File: config.mk
export PLATFORM = sky130hd
export DESIGN_NAME = graph_depth_first_walk
export DESIGN_NICKNAME = d
export VERILOG_FILES = /design/src/gdfw_pkg.sv /design/src/gdfw_ram.sv /design/src/graph_depth_first_walk.sv
export SDC_FILE = /design/constraint.sdc
export NUM_CORES = 2
export LEC_CHECK = 0
export BUFFER_PORTS_ARGS = -buffer_cell sky130_fd_sc_hd__buf_2
export CORE_MARGIN = 2
export CORE_UTILIZATION = 45
export DETAILED_ROUTE_END_ITERATION = 8
export PLACE_DENSITY = 0.7
export REMOVE_ABC_BUFFERS = 1
export SETUP_SLACK_MARGIN = 0.5
export SLEW_MARGIN = 20
export SYNTH_ARGS = -nofsm -noshare
export SYNTH_HDL_FRONTEND = slang
export SYNTH_SLANG_ARGS = --single-unit
File: constraint.sdc
create_clock -name clk -period 4.85 [get_ports clk]
set_input_delay 0.2425 -clock clk [delete_from_list [all_inputs] [get_ports clk]]
set_output_delay 0.2425 -clock clk [all_outputs]
set_load 0.005 [all_outputs]
File: src/gdfw_pkg.sv
// Shared widths, codes and types for the depth-first graph walk block.
package gdfw_pkg;

    localparam int NODE_W         = 5;
    localparam int OP_W           = 2;
    localparam int KIND_W         = 2;
    localparam int NODE_COUNT_DEF = 32;
    localparam int MAX_DEGREE_DEF = 8;
    localparam int S_DATA_W       = 16;
    localparam int M_DATA_W       = 8;

    typedef logic [NODE_W-1:0] node_t;
    typedef logic [OP_W-1:0]   op_t;
    typedef logic [KIND_W-1:0] kind_t;

    localparam op_t OP_ADD_EDGE = 2'd0;
    localparam op_t OP_WALK     = 2'd1;
    localparam op_t OP_CLEAR    = 2'd2;
    localparam op_t OP_NONE     = 2'd3;

    localparam kind_t KIND_EDGE  = 2'd0;
    localparam kind_t KIND_VISIT = 2'd1;
    localparam kind_t KIND_CLEAR = 2'd2;

    typedef enum logic [3:0] {
        ST_SWEEP,
        ST_IDLE,
        ST_E_RD,
        ST_E_WR,
        ST_ACK,
        ST_W_START,
        ST_W_DEG,
        ST_W_DEGD,
        ST_W_CHK,
        ST_W_NB,
        ST_W_VIS,
        ST_W_POP,
        ST_W_END
    } state_t;

endpackage

File: src/gdfw_ram.sv
// Generic single write port, single read port RAM with registered read data.
module gdfw_ram #(
    parameter int WIDTH = 8,
    parameter int DEPTH = 32
) (
    input  logic                     clk,
    input  logic                     we,
    input  logic [$clog2(DEPTH)-1:0] waddr,
    input  logic [WIDTH-1:0]         wdata,
    input  logic [$clog2(DEPTH)-1:0] raddr,
    output logic [WIDTH-1:0]         rdata
);

    logic [WIDTH-1:0] mem [DEPTH];

    always_ff @(posedge clk)
    begin
        if (we)
        begin
            mem[waddr] <= wdata;
        end
        rdata <= mem[raddr];
    end

endmodule

File: src/graph_depth_first_walk.sv
// Depth-first graph walk over per-node neighbor lists: sequencer and storage.
// Add edge: read list length, write entry; undirected repeats this for the reverse arc.
// Clear: sweeps the visit marks to zero. Walk: each step makes one registered read
// of a list, degree, mark or stack memory.
// One item at a time; s_tready is high only between items.
// After rst_n deasserts, a sweep zeroes list lengths and visit marks;
// s_tready stays low until it ends.
module graph_depth_first_walk #(
    parameter int NODE_COUNT = gdfw_pkg::NODE_COUNT_DEF,
    parameter int MAX_DEGREE = gdfw_pkg::MAX_DEGREE_DEF
) (
    input  logic                          clk,
    input  logic                          rst_n,
    input  logic                          s_tvalid,
    output logic                          s_tready,
    input  logic [gdfw_pkg::S_DATA_W-1:0] s_tdata,  // node_a, node_b, undirected
    input  logic [gdfw_pkg::OP_W-1:0]     s_tuser,  // opcode
    output logic                          m_tvalid,
    input  logic                          m_tready,
    output logic [gdfw_pkg::M_DATA_W-1:0] m_tdata,  // visited_node, list_full
    output logic [gdfw_pkg::KIND_W-1:0]   m_tuser,  // result_kind
    output logic                          m_tlast   // last
);

    import gdfw_pkg::*;

    localparam int NI    = $clog2(NODE_COUNT);
    localparam int DEG_W = $clog2(MAX_DEGREE + 1);
    localparam int NB_AW = $clog2(NODE_COUNT * MAX_DEGREE);
    localparam int STK_W = NODE_W + DEG_W;

    state_t state_reg, state_next;
    logic [NI-1:0] clr_reg, clr_next;
    logic sweep_deg_reg, sweep_deg_next;
    logic [NI-1:0] sp_reg, sp_next;
    logic m_valid_reg, m_valid_next;

    op_t op_reg, op_next;
    node_t a_reg, a_next;
    node_t b_reg, b_next;
    logic und_reg, und_next;
    logic second_reg, second_next;
    logic full_reg, full_next;
    node_t cur_reg, cur_next;
    logic [DEG_W-1:0] pos_reg, pos_next;
    logic [DEG_W-1:0] deg_reg, deg_next;
    node_t nb_reg, nb_next;
    node_t pend_reg, pend_next;
    kind_t m_kind_reg, m_kind_next;
    node_t m_node_reg, m_node_next;
    logic m_full_reg, m_full_next;
    logic m_last_reg, m_last_next;

    logic nb_we;
    logic [NB_AW-1:0] nb_waddr, nb_raddr;
    node_t nb_wdata, nb_rdata;
    logic deg_we;
    logic [NI-1:0] deg_waddr, deg_raddr;
    logic [DEG_W-1:0] deg_wdata, deg_rdata;
    logic vis_we;
    logic [NI-1:0] vis_waddr, vis_raddr;
    logic vis_wdata, vis_rdata;
    logic stk_we;
    logic [NI-1:0] stk_waddr, stk_raddr;
    logic [STK_W-1:0] stk_wdata, stk_rdata;

    node_t src, dst;
    logic can_send;

    function automatic logic in_range(input node_t n);
        return (32'(n) < 32'(NODE_COUNT));
    endfunction

    function automatic logic [NB_AW-1:0] list_addr(input node_t n, input logic [DEG_W-1:0] p);
        return NB_AW'(int'(n) * MAX_DEGREE + int'(p));
    endfunction

    gdfw_ram #(.WIDTH(NODE_W), .DEPTH(NODE_COUNT * MAX_DEGREE)) u_nbr_ram (
        .clk   (clk),
        .we    (nb_we),
        .waddr (nb_waddr),
        .wdata (nb_wdata),
        .raddr (nb_raddr),
        .rdata (nb_rdata)
    );

    gdfw_ram #(.WIDTH(DEG_W), .DEPTH(NODE_COUNT)) u_deg_ram (
        .clk   (clk),
        .we    (deg_we),
        .waddr (deg_waddr),
        .wdata (deg_wdata),
        .raddr (deg_raddr),
        .rdata (deg_rdata)
    );

    gdfw_ram #(.WIDTH(1), .DEPTH(NODE_COUNT)) u_vis_ram (
        .clk   (clk),
        .we    (vis_we),
        .waddr (vis_waddr),
        .wdata (vis_wdata),
        .raddr (vis_raddr),
        .rdata (vis_rdata)
    );

    gdfw_ram #(.WIDTH(STK_W), .DEPTH(NODE_COUNT)) u_stk_ram (
        .clk   (clk),
        .we    (stk_we),
        .waddr (stk_waddr),
        .wdata (stk_wdata),
        .raddr (stk_raddr),
        .rdata (stk_rdata)
    );

    assign src      = second_reg ? b_reg : a_reg;
    assign dst      = second_reg ? a_reg : b_reg;
    assign can_send = !m_valid_reg || m_tready;

    assign s_tready = (state_reg == ST_IDLE);
    assign m_tvalid = m_valid_reg;
    assign m_tdata  = {{(M_DATA_W - NODE_W - 1){1'b0}}, m_full_reg, m_node_reg};
    assign m_tuser  = m_kind_reg;
    assign m_tlast  = m_last_reg;

    always_ff @(posedge clk or negedge rst_n)
    begin
        if (!rst_n)
        begin
            state_reg     <= ST_SWEEP;
            clr_reg       <= '0;
            sweep_deg_reg <= 1'b1;
            sp_reg        <= '0;
            m_valid_reg   <= 1'b0;
        end
        else
        begin
            state_reg     <= state_next;
            clr_reg       <= clr_next;
            sweep_deg_reg <= sweep_deg_next;
            sp_reg        <= sp_next;
            m_valid_reg   <= m_valid_next;
        end
    end

    always_ff @(posedge clk)
    begin
        op_reg     <= op_next;
        a_reg      <= a_next;
        b_reg      <= b_next;
        und_reg    <= und_next;
        second_reg <= second_next;
        full_reg   <= full_next;
        cur_reg    <= cur_next;
        pos_reg    <= pos_next;
        deg_reg    <= deg_next;
        nb_reg     <= nb_next;
        pend_reg   <= pend_next;
        m_kind_reg <= m_kind_next;
        m_node_reg <= m_node_next;
        m_full_reg <= m_full_next;
        m_last_reg <= m_last_next;
    end

    always_comb
    begin
        state_next     = state_reg;
        clr_next       = clr_reg;
        sweep_deg_next = sweep_deg_reg;
        sp_next        = sp_reg;
        m_valid_next   = m_valid_reg && !m_tready;
        op_next        = op_reg;
        a_next         = a_reg;
        b_next         = b_reg;
        und_next       = und_reg;
        second_next    = second_reg;
        full_next      = full_reg;
        cur_next       = cur_reg;
        pos_next       = pos_reg;
        deg_next       = deg_reg;
        nb_next        = nb_reg;
        pend_next      = pend_reg;
        m_kind_next    = m_kind_reg;
        m_node_next    = m_node_reg;
        m_full_next    = m_full_reg;
        m_last_next    = m_last_reg;

        nb_we     = 1'b0;
        nb_waddr  = list_addr(src, deg_rdata);
        nb_wdata  = dst;
        nb_raddr  = list_addr(cur_reg, pos_reg);
        deg_we    = 1'b0;
        deg_waddr = sweep_deg_reg ? clr_reg : NI'(src);
        deg_wdata = sweep_deg_reg ? '0 : deg_rdata + 1'b1;
        deg_raddr = (state_reg == ST_E_RD) ? NI'(src) : NI'(cur_reg);
        vis_we    = 1'b0;
        vis_waddr = clr_reg;
        vis_wdata = 1'b0;
        vis_raddr = (state_reg == ST_W_NB) ? NI'(nb_rdata) : NI'(nb_reg);
        stk_we    = 1'b0;
        stk_waddr = sp_reg;
        stk_wdata = {cur_reg, pos_reg};
        stk_raddr = sp_reg - 1'b1;

        unique case (state_reg)
            ST_SWEEP:
            begin
                vis_we = 1'b1;
                deg_we = sweep_deg_reg;
                clr_next = clr_reg + 1'b1;
                if (clr_reg == NI'(NODE_COUNT - 1))
                begin
                    clr_next = '0;
                    sweep_deg_next = 1'b0;
                    state_next = sweep_deg_reg ? ST_IDLE : ST_ACK;
                end
            end
            ST_IDLE:
            begin
                if (s_tvalid)
                begin
                    op_next     = s_tuser;
                    a_next      = s_tdata[NODE_W-1:0];
                    b_next      = s_tdata[2*NODE_W-1:NODE_W];
                    und_next    = s_tdata[2*NODE_W];
                    second_next = 1'b0;
                    full_next   = 1'b0;
                    unique case (s_tuser)
                        OP_ADD_EDGE: state_next = ST_E_RD;
                        OP_WALK:     state_next = ST_W_START;
                        OP_CLEAR:    state_next = ST_SWEEP;
                        OP_NONE:     state_next = ST_IDLE;
                    endcase
                end
            end
            ST_E_RD:
            begin
                state_next = ST_E_WR;
            end
            ST_E_WR:
            begin
                if (in_range(src) && in_range(dst))
                begin
                    if (deg_rdata < DEG_W'(MAX_DEGREE))
                    begin
                        nb_we  = 1'b1;
                        deg_we = 1'b1;
                    end
                    else
                    begin
                        full_next = 1'b1;
                    end
                end
                if (!second_reg && und_reg)
                begin
                    second_next = 1'b1;
                    state_next  = ST_E_RD;
                end
                else
                begin
                    state_next = ST_ACK;
                end
            end
            ST_ACK:
            begin
                if (can_send)
                begin
                    m_valid_next = 1'b1;
                    m_kind_next  = (op_reg == OP_ADD_EDGE) ? KIND_EDGE : KIND_CLEAR;
                    m_node_next  = '0;
                    m_full_next  = full_reg;
                    m_last_next  = 1'b1;
                    state_next   = ST_IDLE;
                end
            end
            ST_W_START:
            begin
                pend_next = a_reg;
                cur_next  = a_reg;
                pos_next  = '0;
                sp_next   = '0;
                if (in_range(a_reg))
                begin
                    vis_we     = 1'b1;
                    vis_waddr  = NI'(a_reg);
                    vis_wdata  = 1'b1;
                    state_next = ST_W_DEG;
                end
                else
                begin
                    state_next = ST_W_END;
                end
            end
            ST_W_DEG:
            begin
                state_next = ST_W_DEGD;
            end
            ST_W_DEGD:
            begin
                deg_next   = deg_rdata;
                state_next = ST_W_CHK;
            end
            ST_W_CHK:
            begin
                if (pos_reg < deg_reg)
                begin
                    pos_next   = pos_reg + 1'b1;
                    state_next = ST_W_NB;
                end
                else if (sp_reg == '0)
                begin
                    state_next = ST_W_END;
                end
                else
                begin
                    sp_next    = sp_reg - 1'b1;
                    state_next = ST_W_POP;
                end
            end
            ST_W_NB:
            begin
                nb_next    = nb_rdata;
                state_next = ST_W_VIS;
            end
            ST_W_VIS:
            begin
                if (!in_range(nb_reg) || vis_rdata)
                begin
                    state_next = ST_W_CHK;
                end
                else if (can_send)
                begin
                    // the held report is not the last one: a new node follows it
                    m_valid_next = 1'b1;
                    m_kind_next  = KIND_VISIT;
                    m_node_next  = pend_reg;
                    m_full_next  = 1'b0;
                    m_last_next  = 1'b0;
                    pend_next    = nb_reg;
                    vis_we       = 1'b1;
                    vis_waddr    = NI'(nb_reg);
                    vis_wdata    = 1'b1;
                    stk_we       = 1'b1;
                    sp_next      = sp_reg + 1'b1;
                    cur_next     = nb_reg;
                    pos_next     = '0;
                    state_next   = ST_W_DEG;
                end
            end
            ST_W_POP:
            begin
                cur_next   = stk_rdata[STK_W-1:DEG_W];
                pos_next   = stk_rdata[DEG_W-1:0];
                state_next = ST_W_DEG;
            end
            ST_W_END:
            begin
                if (can_send)
                begin
                    m_valid_next = 1'b1;
                    m_kind_next  = KIND_VISIT;
                    m_node_next  = pend_reg;
                    m_full_next  = 1'b0;
                    m_last_next  = 1'b1;
                    state_next   = ST_IDLE;
                end
            end
            default:
            begin
                state_next = ST_IDLE;
            end
        endcase
    end

endmodule

==> qor.yml <==
ant_nets: 0
cts_tree: "yes"
skew_ns: 0.05786
worst_pin_slew_ns: 1.241
start_util_pct: 45.39
rrSetupSlack_ns: 0.84
report.final.hold_viol_count: 0
num-fill-cells: 12687
ios: 35
drv_cap: 0
cts_sinks: 1810
place_area_um2: 75220
synth_ff_type: "edfxtp_1"
avgSynthCellArea_um2: 18.79
die-area_um2: 165400
worstSkewPairLatency_ns: 0.83
crit_type: "flip-flop to flip-flop"
synth_top_area_share_pct: 72.85
layout_min_cycle_time_ns: 4.008
num_vias: 37131
mostFrequentLayoutCells: "edfxtp_1 (1770), nor2_1 (409), mux2i_1 (332), mux4_2 (300), clkbuf_16 (178)"
core_area_um2: 160800
cp.required_ns: 5.27
grt_first_pass_wirelength_mm: 240.7
dr.pass1.iters: 6
die_x_um: 406.7
ys_seq_elements: 1810
outcome: "completed"
worstSetupStartpointType: "flip-flop"
synth.distinct_cells: 85
p_total_mw: 44.37
syn-instance-count: 3883
io_buffers: 27
place_congestion: 0.8463
report.final.slew_viol_count: 0
cts_hold_buf: 18
drtIter0Drc: 4191
yosysSeqAreaShare_pct: 74.05
drive_gt1_share_pct: 17.72
peakVddDrop_v: 0.0005279
synth_area_um2: 72960
fin_cells: 6280
reg_top3: "u_nbr_ram.mem: 1280 flops, u_stk_ram.mem: 288 flops, u_deg_ram.mem: 128 flops"
grt_overflow: 0
totalWireLength_mm: 163.3
hold_depth: 2
first_global_vias: 36559
p_seq_share_pct: 43.4
cts_buffer_depth: 3
hold_ws_ns: 0.1390
period_share_pct: 82.64
area_delta_synth_final_pct: 11.31
rows: 147
finalWorstSetupSlack_ns: 0.8421
yosys.area.top_type: "edfxtp_1"
grt_max_degree: 147
cts.repair.resized: 0
holdCritPathClass: "input port to flip-flop"
clk_pin_slew_ns: 0.06
critical_path_arrival_ns: 4.43
p_leak_nw: 25.80
pre_cts_slack_ns: 0.9247
crit_path_end_kind: "flip-flop"
regMostFlops: "u_nbr_ram.mem"
clkPwrFrac_pct: 30.7
cts_htree_levels: 4
max-slew-margin-rel_pct: 17.04
wl_per_cell_um: 26.01
final_area_um2: 81220
grt_use_total_pct: 19.67
fin_nets: 4020
async_reset_ff_share_pct: 0.8840
synth_edf_count: 1770
postCtsSetupBuffers: 0
netlist_top_cells_area: "edfxtp_1 (73%), mux4_2 (9.3%), mux2i_1 (4.6%)"
finalSetupTns_ns: 0
crit_path_max_fanout: 16
fmax_ghz: 0.2495
yosysWarnings: 0
placed_cells: 5942
swShare_pct: 30.42
numCtsBuffers: 177
drc: 0
largest_register_ffs: 1280
r2r_cells: 6
vias_per_cell: 5.913
die_h_um: 406.7
power_density_nw_per_um2: 546.3
setup_viol: 0
rsz0062_at_grt: "false"
fin_util_pct: 50.52
p_int_mw: 30.88
final_common_cell: "edfxtp_1"
p_comb_share_pct: 25.9
antenna_found_initial: 2
dp_hpwl_mm: 97.18
root_buffer: "clkbuf_16"
power_switching_mw: 13.50
-- metal layers --
| layer | track usage [%] | up-vias | wire, µm | share of wire, % |
|---|---|---|---|---|
| li1 | - | 15933 | - | - |
| met1 | 27.56 | 19267 | 67100 | 41 |
| met2 | 30.95 | 1641 | 77540 | 47 |
| met3 | 3.921 | 288 | 13590 | 8.3 |
| met4 | 6.693 | 2 | 5086 | 3.1 |
| met5 | 0 | - | 13 | 0.0080 |
-- critical path, cell delays in order, from the launching register on --
cell      delay, ns
edfxtp_1       0.52
buf_4          0.28
mux2i_2        0.45
nand3b_1       0.25
xor2_2         0.69
nand3b_1       0.77
nor2_1         0.64
-- power by group through the flow --
| stage | sequential [mW] | clock, mW | combinational (mW) |
|---|---|---|---|
| after floorplan | 20.1 | 0 | 7.58 |
| after global placement | 19.6 | 0 | 11.3 |
| after detailed placement | 19.6 | 0 | 11.4 |
| after CTS | 19.3 | 13.8 | 11.5 |
| after global routing | 19.3 | 14.4 | 12.2 |
| final | 19.3 | 13.6 | 11.5 |
-- path summary, 6_finish.rpt --
check,start,endpoint
min reg2reg,op_reg[1],m_tuser[1]
max,second_reg,u_nbr_ram.mem[79][3]
max in group asynchronous,rst_n,sp_reg[0]
min,s_tdata[4],a_reg[4]
min in group asynchronous,rst_n,sweep_deg_reg
max reg2reg,second_reg,u_nbr_ram.mem[79][3]
-- area by class of cell --
type | count | area [µm²] | area share (%)
antenna | 1 | 2.502 | 0.003081
clock buffer | 216 | 4597 | 5.660
clock inverter | 103 | 1186 | 1.460
inverter | 31 | 120.1 | 0.1479
multi-input combinational | 1821 | 17400 | 21.42
sequential | 1810 | 54040 | 66.53
tap | 2160 | 2703 | 3.328
timing repair buffer | 138 | 1176 | 1.448
-- cells by family (layout without fill, tap and decap cells) --
kind of cell / Yosys count / in the layout / synth area share [%]
adder cells (fa/ha/maj): 19 / 19 / 0.3258
AND/OR/NAND/NOR: 700 / 700 / 4.128
AO/OA/AOI/OAI: 412 / 412 / 4.071
buffers and inverters: 253 / 488 / 2.360
XOR/XNOR: 14 / 14 / 0.1886
other: 1 / 3 / 0.005140
flip-flops: 1810 / 1810 / 74.05
multiplexers: 674 / 674 / 14.87
-- synth_stat cells (all sizes together), types with 32 or more instances --
master and number:
nor2 413, nand2 146, mux2i 339, edfxtp 1770, o22ai 77, mux4 317, nor3 32, clkbuf 114
a21oi 76, buf 108, o21ai 46, o221ai 135
No activity file was read; power rests on OpenSTA's default activity.
